$ cat src/rtl/simdalu_pkg.sv
// ----------------------------------------------------------------------------
// simdalu_pkg
// Operation codes, lane controls and the operation decoder shared by the
// SIMD add/subtract unit, its submodules and its result checker.
// ----------------------------------------------------------------------------
package simdalu_pkg;

    typedef enum logic [4:0] {
        OP_ADD    = 5'd0,
        OP_ADDI   = 5'd1,
        OP_ADDIU  = 5'd2,
        OP_ADDU   = 5'd3,
        OP_DADD   = 5'd4,
        OP_DADDI  = 5'd5,
        OP_DADDIU = 5'd6,
        OP_DADDU  = 5'd7,
        OP_DSUB   = 5'd8,
        OP_DSUBU  = 5'd9,
        OP_SUB    = 5'd10,
        OP_SUBU   = 5'd11,
        OP_PADDB  = 5'd12,
        OP_PADDH  = 5'd13,
        OP_PADDSB = 5'd14,
        OP_PADDSH = 5'd15,
        OP_PADDSW = 5'd16,
        OP_PADDUB = 5'd17,
        OP_PADDUH = 5'd18,
        OP_PADDUW = 5'd19,
        OP_PADDW  = 5'd20,
        OP_PADSBH = 5'd21,
        OP_PSUBB  = 5'd22,
        OP_PSUBH  = 5'd23,
        OP_PSUBSB = 5'd24,
        OP_PSUBSH = 5'd25,
        OP_PSUBSW = 5'd26,
        OP_PSUBUB = 5'd27,
        OP_PSUBUH = 5'd28,
        OP_PSUBUW = 5'd29,
        OP_PSUBW  = 5'd30
    } op_t;

    typedef enum logic [1:0] {
        LW_8  = 2'd0,
        LW_16 = 2'd1,
        LW_32 = 2'd2
    } lane_width_t;

    typedef enum logic [1:0] {
        LK_WRAP = 2'd0,
        LK_SSAT = 2'd1,
        LK_USAT = 2'd2
    } lane_kind_t;

    typedef struct packed {
        lane_width_t width;
        lane_kind_t  kind;
    } lane_ctrl_t;

    typedef struct packed {
        logic       is_scalar;
        logic       is_parallel;
        logic       sub_lo;
        logic       sub_hi;
        lane_ctrl_t lane;
    } op_ctrl_t;

    function automatic op_ctrl_t decode_op(input logic [4:0] code);
        op_ctrl_t c;
        c.is_scalar   = 1'b0;
        c.is_parallel = 1'b1;
        c.sub_lo      = 1'b0;
        c.sub_hi      = 1'b0;
        c.lane.width  = LW_32;
        c.lane.kind   = LK_WRAP;
        unique case (op_t'(code))
            OP_ADD, OP_ADDI, OP_ADDIU, OP_ADDU, OP_DADD, OP_DADDI, OP_DADDIU,
            OP_DADDU, OP_DSUB, OP_DSUBU, OP_SUB, OP_SUBU:
            begin
                c.is_scalar   = 1'b1;
                c.is_parallel = 1'b0;
            end
            OP_PADDB:  c.lane = '{LW_8,  LK_WRAP};
            OP_PADDH:  c.lane = '{LW_16, LK_WRAP};
            OP_PADDSB: c.lane = '{LW_8,  LK_SSAT};
            OP_PADDSH: c.lane = '{LW_16, LK_SSAT};
            OP_PADDSW: c.lane = '{LW_32, LK_SSAT};
            OP_PADDUB: c.lane = '{LW_8,  LK_USAT};
            OP_PADDUH: c.lane = '{LW_16, LK_USAT};
            OP_PADDUW: c.lane = '{LW_32, LK_USAT};
            OP_PADDW:  c.lane = '{LW_32, LK_WRAP};
            OP_PADSBH:
            begin
                c.lane   = '{LW_16, LK_WRAP};
                c.sub_lo = 1'b1;
            end
            OP_PSUBB, OP_PSUBH, OP_PSUBSB, OP_PSUBSH, OP_PSUBSW, OP_PSUBUB,
            OP_PSUBUH, OP_PSUBUW, OP_PSUBW:
            begin
                c.sub_lo = 1'b1;
                c.sub_hi = 1'b1;
                unique case (op_t'(code))
                    OP_PSUBB:  c.lane = '{LW_8,  LK_WRAP};
                    OP_PSUBH:  c.lane = '{LW_16, LK_WRAP};
                    OP_PSUBSB: c.lane = '{LW_8,  LK_SSAT};
                    OP_PSUBSH: c.lane = '{LW_16, LK_SSAT};
                    OP_PSUBSW: c.lane = '{LW_32, LK_SSAT};
                    OP_PSUBUB: c.lane = '{LW_8,  LK_USAT};
                    OP_PSUBUH: c.lane = '{LW_16, LK_USAT};
                    OP_PSUBUW: c.lane = '{LW_32, LK_USAT};
                    default:   c.lane = '{LW_32, LK_WRAP};
                endcase
            end
            default:
            begin
                // Unused code: no operation, all result fields zero.
                c.is_parallel = 1'b0;
            end
        endcase
        return c;
    endfunction

endpackage

$ cat src/rtl/simdalu_if.sv
// ----------------------------------------------------------------------------
// simdalu_if
// Valid/ready channels carrying requests into and results out of the SIMD
// add/subtract unit.
// ----------------------------------------------------------------------------
interface simdalu_req_if;
    logic               valid;
    logic               ready;
    logic [4:0]         req_type;
    logic [63:0]        rs_lo;
    logic [63:0]        rs_hi;
    logic [63:0]        rt_lo;
    logic [63:0]        rt_hi;
    logic signed [15:0] immediate;

    modport source (output valid, req_type, rs_lo, rs_hi, rt_lo, rt_hi, immediate,
                    input ready);
    modport sink   (input valid, req_type, rs_lo, rs_hi, rt_lo, rt_hi, immediate,
                    output ready);
endinterface

interface simdalu_resp_if;
    logic        valid;
    logic        ready;
    logic [63:0] result_lo;
    logic [63:0] result_hi;
    logic        write_hi;
    logic        overflow;

    modport source (output valid, result_lo, result_hi, write_hi, overflow,
                    input ready);
    modport sink   (input valid, result_lo, result_hi, write_hi, overflow,
                    output ready);
endinterface

$ cat src/rtl/simdalu_scalar.sv
// ----------------------------------------------------------------------------
// simdalu_scalar
// Scalar 32-bit and 64-bit add/subtract with signed overflow detection for
// the trapping forms.
// ----------------------------------------------------------------------------
module simdalu_scalar
(
    input  logic [4:0]         op,
    input  logic [63:0]        a,
    input  logic [63:0]        b_reg_val,
    input  logic signed [15:0] imm,
    output logic [63:0]        result,
    output logic               overflow
);

    simdalu_pkg::op_t opc;
    logic        use_imm;
    logic        is_word;
    logic        is_sub;
    logic        is_trap;
    logic [63:0] b;
    logic [32:0] sum33;
    logic [63:0] sum64;
    logic        ovf32;
    logic        ovf64;

    assign opc = simdalu_pkg::op_t'(op);

    always_comb
    begin
        use_imm = 1'b0;
        is_word = 1'b0;
        is_sub  = 1'b0;
        is_trap = 1'b0;
        unique case (opc)
            simdalu_pkg::OP_ADD:    begin is_word = 1'b1; is_trap = 1'b1; end
            simdalu_pkg::OP_ADDI:
            begin
                is_word = 1'b1;
                is_trap = 1'b1;
                use_imm = 1'b1;
            end
            simdalu_pkg::OP_ADDIU:  begin is_word = 1'b1; use_imm = 1'b1; end
            simdalu_pkg::OP_ADDU:   is_word = 1'b1;
            simdalu_pkg::OP_DADD:   is_trap = 1'b1;
            simdalu_pkg::OP_DADDI:  begin is_trap = 1'b1; use_imm = 1'b1; end
            simdalu_pkg::OP_DADDIU: use_imm = 1'b1;
            simdalu_pkg::OP_DSUB:   begin is_sub = 1'b1; is_trap = 1'b1; end
            simdalu_pkg::OP_DSUBU:  is_sub = 1'b1;
            simdalu_pkg::OP_SUB:
            begin
                is_word = 1'b1;
                is_sub  = 1'b1;
                is_trap = 1'b1;
            end
            simdalu_pkg::OP_SUBU:   begin is_word = 1'b1; is_sub = 1'b1; end
            default:                is_trap = 1'b0;
        endcase
    end

    assign b = use_imm ? {{48{imm[15]}}, imm} : b_reg_val;

    // The 32-bit forms work on the true 33-bit result of the sign-extended words.
    assign sum33 = is_sub ? ({a[31], a[31:0]} - {b[31], b[31:0]})
                          : ({a[31], a[31:0]} + {b[31], b[31:0]});
    assign ovf32 = sum33[32] ^ sum33[31];

    assign sum64 = is_sub ? (a - b) : (a + b);
    assign ovf64 = is_sub ? ((a[63] ^ b[63]) & (a[63] ^ sum64[63]))
                          : (~(a[63] ^ b[63]) & (a[63] ^ sum64[63]));

    always_comb
    begin
        overflow = is_trap & (is_word ? ovf32 : ovf64);
        if (overflow)
            result = '0;
        else if (is_word)
            result = {{32{sum33[31]}}, sum33[31:0]};
        else
            result = sum64;
    end

endmodule

$ cat src/rtl/simdalu_lanes.sv
// ----------------------------------------------------------------------------
// simdalu_lanes
// One 64-bit half split into byte, halfword or word lanes, each added or
// subtracted with wrapping, signed saturation or unsigned saturation.
// ----------------------------------------------------------------------------
module simdalu_lanes
(
    input  logic [63:0]              x,
    input  logic [63:0]              y,
    input  simdalu_pkg::lane_ctrl_t  ctrl,
    input  logic                     sub,
    output logic [63:0]              z
);

    wire [63:0] z8;
    wire [63:0] z16;
    wire [63:0] z32;
    logic       ssat;
    logic       usat;

    assign ssat = (ctrl.kind == simdalu_pkg::LK_SSAT);
    assign usat = (ctrl.kind == simdalu_pkg::LK_USAT);

    for (genvar i = 0; i < 8; i++)
    begin : g_byte
        logic [7:0] a;
        logic [7:0] b;
        logic [8:0] s;
        logic       sovf;
        assign a    = x[8*i +: 8];
        assign b    = y[8*i +: 8];
        assign s    = sub ? ({1'b0, a} - {1'b0, b}) : ({1'b0, a} + {1'b0, b});
        assign sovf = (sub ? (a[7] ^ b[7]) : ~(a[7] ^ b[7])) & (s[7] ^ a[7]);
        assign z8[8*i +: 8] = (ssat && sovf) ? {a[7], {7{~a[7]}}}
                            : (usat && s[8]) ? (sub ? 8'h00 : 8'hFF)
                            : s[7:0];
    end

    for (genvar i = 0; i < 4; i++)
    begin : g_half
        logic [15:0] a;
        logic [15:0] b;
        logic [16:0] s;
        logic        sovf;
        assign a    = x[16*i +: 16];
        assign b    = y[16*i +: 16];
        assign s    = sub ? ({1'b0, a} - {1'b0, b}) : ({1'b0, a} + {1'b0, b});
        assign sovf = (sub ? (a[15] ^ b[15]) : ~(a[15] ^ b[15])) & (s[15] ^ a[15]);
        assign z16[16*i +: 16] = (ssat && sovf) ? {a[15], {15{~a[15]}}}
                               : (usat && s[16]) ? (sub ? 16'h0000 : 16'hFFFF)
                               : s[15:0];
    end

    for (genvar i = 0; i < 2; i++)
    begin : g_word
        logic [31:0] a;
        logic [31:0] b;
        logic [32:0] s;
        logic        sovf;
        assign a    = x[32*i +: 32];
        assign b    = y[32*i +: 32];
        assign s    = sub ? ({1'b0, a} - {1'b0, b}) : ({1'b0, a} + {1'b0, b});
        assign sovf = (sub ? (a[31] ^ b[31]) : ~(a[31] ^ b[31])) & (s[31] ^ a[31]);
        assign z32[32*i +: 32] = (ssat && sovf) ? {a[31], {31{~a[31]}}}
                               : (usat && s[32]) ? (sub ? 32'h0 : 32'hFFFF_FFFF)
                               : s[31:0];
    end

    always_comb
    begin
        unique case (ctrl.width)
            simdalu_pkg::LW_8:  z = z8;
            simdalu_pkg::LW_16: z = z16;
            default:            z = z32;
        endcase
    end

endmodule

$ cat src/rtl/simd_add_sub_alu_with_overflow_trap_unit.sv
// ----------------------------------------------------------------------------
// simd_add_sub_alu_with_overflow_trap_unit
// Add/subtract execute unit for a 64-bit core with 128-bit multimedia
// registers: scalar 32/64-bit forms with overflow trap and parallel lane forms.
// ----------------------------------------------------------------------------
// The unit takes one request transfer per clock when the result side is not
// stalled, and returns exactly one result transfer per request, in order, from
// the result register. A request is captured in an input register; the scalar
// adder and the two 64-bit lane units then work on it in a single pass of
// logic, and the answer is held in a result register. Both registers advance
// together whenever the result register is empty or its transfer completes, so
// a new request is taken every cycle while results are being taken. When a
// finished result waits, one further request can still be taken into an empty
// input register; after that the request side stalls until the result goes.
// Scalar operations write only result_lo (result_hi and write_hi are zero);
// trapping operations that overflow raise overflow and return zero data, and
// the destination must then not be written. Parallel operations set write_hi
// and never raise overflow. The unused operation code returns all zeros.
// ----------------------------------------------------------------------------
module simd_add_sub_alu_with_overflow_trap_unit
(
    input  logic            clk,
    input  logic            rst_n,
    simdalu_req_if.sink     req,
    simdalu_resp_if.source  resp
);

    // Pipeline advance: the result register is free or is being taken now.
    logic advance;

    // Input register.
    logic               in_valid_reg;
    logic [4:0]         op_reg;
    logic [63:0]        rs_lo_reg;
    logic [63:0]        rs_hi_reg;
    logic [63:0]        rt_lo_reg;
    logic [63:0]        rt_hi_reg;
    logic signed [15:0] imm_reg;
    logic               in_valid_next;

    // Result register.
    logic        out_valid_reg;
    logic [63:0] result_lo_reg;
    logic [63:0] result_hi_reg;
    logic        write_hi_reg;
    logic        overflow_reg;
    logic        out_valid_next;
    logic [63:0] result_lo_next;
    logic [63:0] result_hi_next;
    logic        write_hi_next;
    logic        overflow_next;

    // Datapath.
    simdalu_pkg::op_ctrl_t ctrl;
    logic [63:0]           scalar_result;
    logic                  scalar_ovf;
    logic [63:0]           lane_lo;
    logic [63:0]           lane_hi;

    assign advance   = !out_valid_reg || resp.ready;
    assign req.ready = !in_valid_reg || advance;

    assign in_valid_next  = req.ready ? req.valid : in_valid_reg;
    assign out_valid_next = advance ? in_valid_reg : out_valid_reg;

    always_ff @(posedge clk or negedge rst_n)
    begin
        if (!rst_n)
        begin
            in_valid_reg  <= 1'b0;
            out_valid_reg <= 1'b0;
        end
        else
        begin
            in_valid_reg  <= in_valid_next;
            out_valid_reg <= out_valid_next;
        end
    end

    // Payloads load on each accepted request or advance; no reset needed.
    always_ff @(posedge clk)
    begin
        if (req.valid && req.ready)
        begin
            op_reg    <= req.req_type;
            rs_lo_reg <= req.rs_lo;
            rs_hi_reg <= req.rs_hi;
            rt_lo_reg <= req.rt_lo;
            rt_hi_reg <= req.rt_hi;
            imm_reg   <= req.immediate;
        end
        if (advance && in_valid_reg)
        begin
            result_lo_reg <= result_lo_next;
            result_hi_reg <= result_hi_next;
            write_hi_reg  <= write_hi_next;
            overflow_reg  <= overflow_next;
        end
    end

    assign ctrl = simdalu_pkg::decode_op(op_reg);

    simdalu_scalar u_scalar
    (
        .op        (op_reg),
        .a         (rs_lo_reg),
        .b_reg_val (rt_lo_reg),
        .imm       (imm_reg),
        .result    (scalar_result),
        .overflow  (scalar_ovf)
    );

    simdalu_lanes u_lanes_lo
    (
        .x    (rs_lo_reg),
        .y    (rt_lo_reg),
        .ctrl (ctrl.lane),
        .sub  (ctrl.sub_lo),
        .z    (lane_lo)
    );

    simdalu_lanes u_lanes_hi
    (
        .x    (rs_hi_reg),
        .y    (rt_hi_reg),
        .ctrl (ctrl.lane),
        .sub  (ctrl.sub_hi),
        .z    (lane_hi)
    );

    // Result selection: scalar, parallel, or all zeros for the unused code.
    always_comb
    begin
        result_lo_next = '0;
        result_hi_next = '0;
        write_hi_next  = 1'b0;
        overflow_next  = 1'b0;
        if (ctrl.is_scalar)
        begin
            result_lo_next = scalar_result;
            overflow_next  = scalar_ovf;
        end
        else if (ctrl.is_parallel)
        begin
            result_lo_next = lane_lo;
            result_hi_next = lane_hi;
            write_hi_next  = 1'b1;
        end
    end

    assign resp.valid     = out_valid_reg;
    assign resp.result_lo = result_lo_reg;
    assign resp.result_hi = result_hi_reg;
    assign resp.write_hi  = write_hi_reg;
    assign resp.overflow  = overflow_reg;

endmodule

$ cat src/flat_wrapper.sv
// flat-port wrapper written by rule: the top's interface ports become plain ports
module simd_add_sub_alu_with_overflow_trap_unit_flat 
  (clk, rst_n, req_valid, req_req_type, req_rs_lo, req_rs_hi, req_rt_lo, req_rt_hi, req_immediate, req_ready, resp_valid, resp_result_lo, resp_result_hi, resp_write_hi, resp_overflow, resp_ready);
  simdalu_req_if req_i ();
  simdalu_resp_if resp_i ();
  input  logic clk;
  input  logic rst_n;
  input wire logic [$bits(req_i.valid)-1:0] req_valid;
  input wire logic [$bits(req_i.req_type)-1:0] req_req_type;
  input wire logic [$bits(req_i.rs_lo)-1:0] req_rs_lo;
  input wire logic [$bits(req_i.rs_hi)-1:0] req_rs_hi;
  input wire logic [$bits(req_i.rt_lo)-1:0] req_rt_lo;
  input wire logic [$bits(req_i.rt_hi)-1:0] req_rt_hi;
  input wire logic [$bits(req_i.immediate)-1:0] req_immediate;
  output wire logic [$bits(req_i.ready)-1:0] req_ready;
  output wire logic [$bits(resp_i.valid)-1:0] resp_valid;
  output wire logic [$bits(resp_i.result_lo)-1:0] resp_result_lo;
  output wire logic [$bits(resp_i.result_hi)-1:0] resp_result_hi;
  output wire logic [$bits(resp_i.write_hi)-1:0] resp_write_hi;
  output wire logic [$bits(resp_i.overflow)-1:0] resp_overflow;
  input wire logic [$bits(resp_i.ready)-1:0] resp_ready;
  assign req_i.valid = req_valid;
  assign req_i.req_type = req_req_type;
  assign req_i.rs_lo = req_rs_lo;
  assign req_i.rs_hi = req_rs_hi;
  assign req_i.rt_lo = req_rt_lo;
  assign req_i.rt_hi = req_rt_hi;
  assign req_i.immediate = req_immediate;
  assign req_ready = req_i.ready;
  assign resp_valid = resp_i.valid;
  assign resp_result_lo = resp_i.result_lo;
  assign resp_result_hi = resp_i.result_hi;
  assign resp_write_hi = resp_i.write_hi;
  assign resp_overflow = resp_i.overflow;
  assign resp_i.ready = resp_ready;
  simd_add_sub_alu_with_overflow_trap_unit u_core (.clk(clk), .rst_n(rst_n), .req(req_i), .resp(resp_i));
endmodule
$ cat config.mk
export PLATFORM = sky130hd
export DESIGN_NAME = simd_add_sub_alu_with_overflow_trap_unit_flat
export DESIGN_NICKNAME = d
export VERILOG_FILES = /design/src/rtl/simdalu_pkg.sv /design/src/rtl/simdalu_if.sv /design/src/rtl/simdalu_scalar.sv /design/src/rtl/simdalu_lanes.sv /design/src/rtl/simd_add_sub_alu_with_overflow_trap_unit.sv /design/src/flat_wrapper.sv
export SDC_FILE = /design/constraint.sdc
export NUM_CORES = 2
export LEC_CHECK = 0
export ABC_AREA = 1
export BUFFER_PORTS_ARGS = -buffer_cell sky130_fd_sc_hd__buf_2
export CAP_MARGIN = 30
export CORE_ASPECT_RATIO = 1.2
export CORE_MARGIN = 4
export CORE_UTILIZATION = 41
export CTS_CLUSTER_SIZE = 12
export DETAILED_ROUTE_END_ITERATION = 10
export PLACE_DENSITY = 0.6
export SYNTH_ARGS = -nofsm -noshare
export SYNTH_HDL_FRONTEND = slang
export SYNTH_SLANG_ARGS = --single-unit
$ cat constraint.sdc
create_clock -name clk -period 12.82 [get_ports clk]
set_input_delay 1.282 -clock clk [delete_from_list [all_inputs] [get_ports clk]]
set_output_delay 1.282 -clock clk [all_outputs]
set_load 0.005 [all_outputs]
==> summary.md <==
| Metric | Value |
|---|---|
| Switching share of total power | 0.468 |
| Area grow syn2layout | 11.1% |
| Final Max Slew Viols | 0 |
| CP endpoint kind | flop |
| Commonest cells post-synth | nand2_1 (2168), nor2_1 (790), inv_1 (732), a21oi_1 (625), o21ai_0 (509) |
| Worst-Margin Slew | approximately 1.1 ns |
| Clk_skew | 0.0398 ns |
| Die area | 119000 sq um |
| Crit-path slowest cell | buf_4 |
| Gpl congestion | about 1.0 |
| Post-synth top area share | 0.262 |
| Cell Count, Final, Fillers Out | about 9000 |
| Post-Layout Inst Area | just over 50000 sq um |
| DRT Pass-1 Iters | 6 |
| Clock Pin Slew Worst Setup and Hold Paths | ~0.060 ns |
| CP Launch Type | flop |
| Layout Nets | about 8000 |
| Setup Crit Path Kind | flop to flop |
| DP Worst Slack | between 5 and 6 ns |
| Post-CTS Setup Bufs | 0 |
| CP Data Arrival Time | 7.65 ns |
| Port bufs | approximately 410 |
| Post-synthesis cell type count | 63 |
| CTS Buffer Depth | 3 |
| Final count of hold timing violations | 0 |
| Final worst-path cycle share | 0.558 |
| Worst skew pair latency | 0.66 ns |
| TNS Setup | 0 ns |
| Synth Register Bits | roughly 410 |
| Hold slack | around 0.41 ns |
| Post-route setup slack | ~5.7 ns |
| Detailed-route wire length | approximately 180000 microns |
| Hold crit path type | primary input to async pin |
| Asr flop ratio synth | 0.00484 |
| Minimum clock period | about 7 ns |
| Seq/Total Area, Yosys | 0.264 |
| RSZ-0062 raised after global routing | no |
| Gate power share | 0.553 |
| Relative slew slack | 0.266 |
| Switching power | between 3 and 4 mW |
| Synth area leader | edfxtp_1 |
| Max-cap violations | 0 |
| Cells after synthesis | between 7000 and 8000 |
| Pleak | 25.8 nW |
| Via density | about 5.4 |
| Top cell by count, worst path | nand2_1 |
| Outcome | finished clean |
| DRC Markers | 0 |
| CP peak stage delay | 0.65 ns |
| Predominant post-synthesis flop cell | edfxtp_1 |
| Top cells by area, synth | edfxtp_1 (26%), nand2_1 (17%), ha_1 (8.9%) |
| Synth Net Count | between 7000 and 8000 |
| Fraction of layout cells with a size suffix above 1 | 0.0818 |
| VDD IR max | roughly 110 uV |
| # IOs | roughly 410 |
| Number of flops mapped to enable cells by yosys | ~400 |
| TritonCTS clock tree | yes |
| Power per Cell Area | ~140 nW/um^2 |
| Most numerous cell in the Yosys netlist | nand2_1 |
| Internal cell power | around 4.0 mW |
| Die Span Y | 378 microns |
| Resize count post-CTS | 0 |
| TritonCTS buffer count | 50 |
| Post-DP Area | between 50000 and 60000 sq um |
| Via Count | around 49000 |
| Part of the power in registers | 0.254 |
| Synthesized area | approximately 47000 sq um |
| WL/cell | 20.4 microns |
| Core Area | between 100000 and 150000 sq um |
| Root Buffer Master | clkbuf_16 |
| Clk pwr share | 0.194 |
| CTS Sinks | between 400 and 500 |
| Die extent in x | 316 microns |
| # fillers | between 10000 and 15000 |
| FP Rows | about 140 |
| Initial Util | 0.414 |
| Pin count of the biggest net entering global routing | ~170 |
| CP required | ~13 ns |
| Syn Area/Cell | around 6.6 sq um |
| HPWL after DPL | approximately 150000 microns |
| F_max | about 140 MHz |
| CTS H-tree depth | 2 |
| Yosys warns | 0 |
| CTS Hold Bufs | 0 |
| Global-route wire length before repair | between 200000 and 300000 microns |
| Worst-path maximum fanout | just over 60 |
| Dpl cells | ~9000 |
| # setup viols final | 0 |
| Detail Route Antenna Nets | 0 |
| Total GRT Usage | 0.294 |
| Vias in the first global route | between 40000 and 50000 |
| Total grt overflow | 0 |
| Initial drt markers | roughly 4400 |
| Initial antenna violation count | 17 |
-- cell type report --
| cell class | instances | area, sq um | share of cell area |
|---|---|---|---|
| Antenna cell | 9 | 22.5 | 0.000434 |
| Multi-Input combinational cell | 5734 | 30700 | 0.592 |
| Sequential cell | 413 | 12400 | 0.238 |
| Tap cell | 1507 | 1890 | 0.0363 |
| Timing Repair Buffer | 456 | 2480 | 0.0477 |
| Clock inverter | 29 | 363 | 0.00699 |
| Clock buffer | 54 | 1270 | 0.0244 |
| Inverter | 749 | 2820 | 0.0543 |
-- cell usage in the layout, fill, tap and decap left out, types with 13 or more instances in the layout --
cell	count
nand2_1	2166
nor2_1	789
inv_1	731
a21oi_1	623
o21ai_0	509
buf_2	412
edfxtp_1	407
xor2_1	403
ha_1	334
nand3_1	241
xnor2_1	135
nor3_1	79
a31oi_1	53
nand4_1	53
a21o_1	50
clkbuf_16	50
o211ai_1	45
buf_4	38
nor4_1	28
o21bai_1	27
o21ai_1	17
o21a_1	17
a21boi_0	17
fa_1	17
nand2_2	16
inv_2	13
o31ai_1	13
-- layer usage --
| layer | global-route usage | part of all wire | up-vias |
|---|---|---|---|
| met3 | 0.0371 | 0.069 | 312 |
| met2 | 0.483 | 0.45 | 1757 |
| met1 | 0.396 | 0.43 | 22600 |
| met5 | 0 | 0.00032 | - |
| li1 | - | - | 24000 |
| met4 | 0.110 | 0.044 | 8 |
-- power by group through the flow --
stage	Clock [mW]	Combinational, mW	Sequential, mW
after global routing	1.55	4.67	1.91
after CTS	1.50	4.10	1.90
after detailed placement	0	4.08	1.93
after floorplan	0	2.92	1.86
after global placement	0	4.06	1.93
final	1.46	4.16	1.91
-- path summary, 6_finish.rpt --
check / end / cells past startpoint / startpoint / slack [ns]
worst max register to register: u_core.resp.result_lo[54] / 33 / u_core.op_reg[4] / 5.67
max in group asynchronous: u_core.resp.valid / 1 / rst_n / 12.31
worst max-delay path: u_core.resp.result_lo[54] / 33 / u_core.op_reg[4] / 5.67
min in group clk: u_core.resp.valid / 2 / u_core.in_valid_reg / 0.52
worst min register to register: u_core.resp.valid / 2 / u_core.in_valid_reg / 0.52
worst min-delay path: u_core.in_valid_reg / 1 / rst_n / 0.41
-- worst max-delay path, delay by kind of cell (launching register included) --
kind | cells | cell delay [ns]
buf+inv | 4 | 1.45
xor+xnor | 1 | 0.15
flops | 1 | 0.55
fa+ha+maj | 1 | 0.30
simple gates | 22 | 3.47
compound gates | 5 | 1.03
-- metrics by stage --
stage           util  total power, mW
2_1_floorplan      -             4.78
3_3_place_gp   0.444             6.00
3_5_place_dp   0.445             6.00
4_1_cts        0.459             7.51
5_1_grt        0.459             8.13
6_report       0.460             7.52
-- kinds of logic (layout without fill, tap and decap cells) --
| group | Yosys count | in the layout | synth area share |
|---|---|---|---|
| xor gates and xnor gates | 538 | 538 | 0.101 |
| adders and majority gates | 351 | 351 | 0.0967 |
| muxes | 1 | 1 | 0.000241 |
| DFF | 413 | 413 | 0.264 |
| AOI/OAI and AO/OA | 1415 | 1415 | 0.166 |
| and+or+nand+nor | 3429 | 3429 | 0.294 |
| buffers and inverters | 941 | 1288 | 0.0788 |
| other | 0 | 9 | 0 |
No activity file was read; power rests on OpenSTA's default activity.
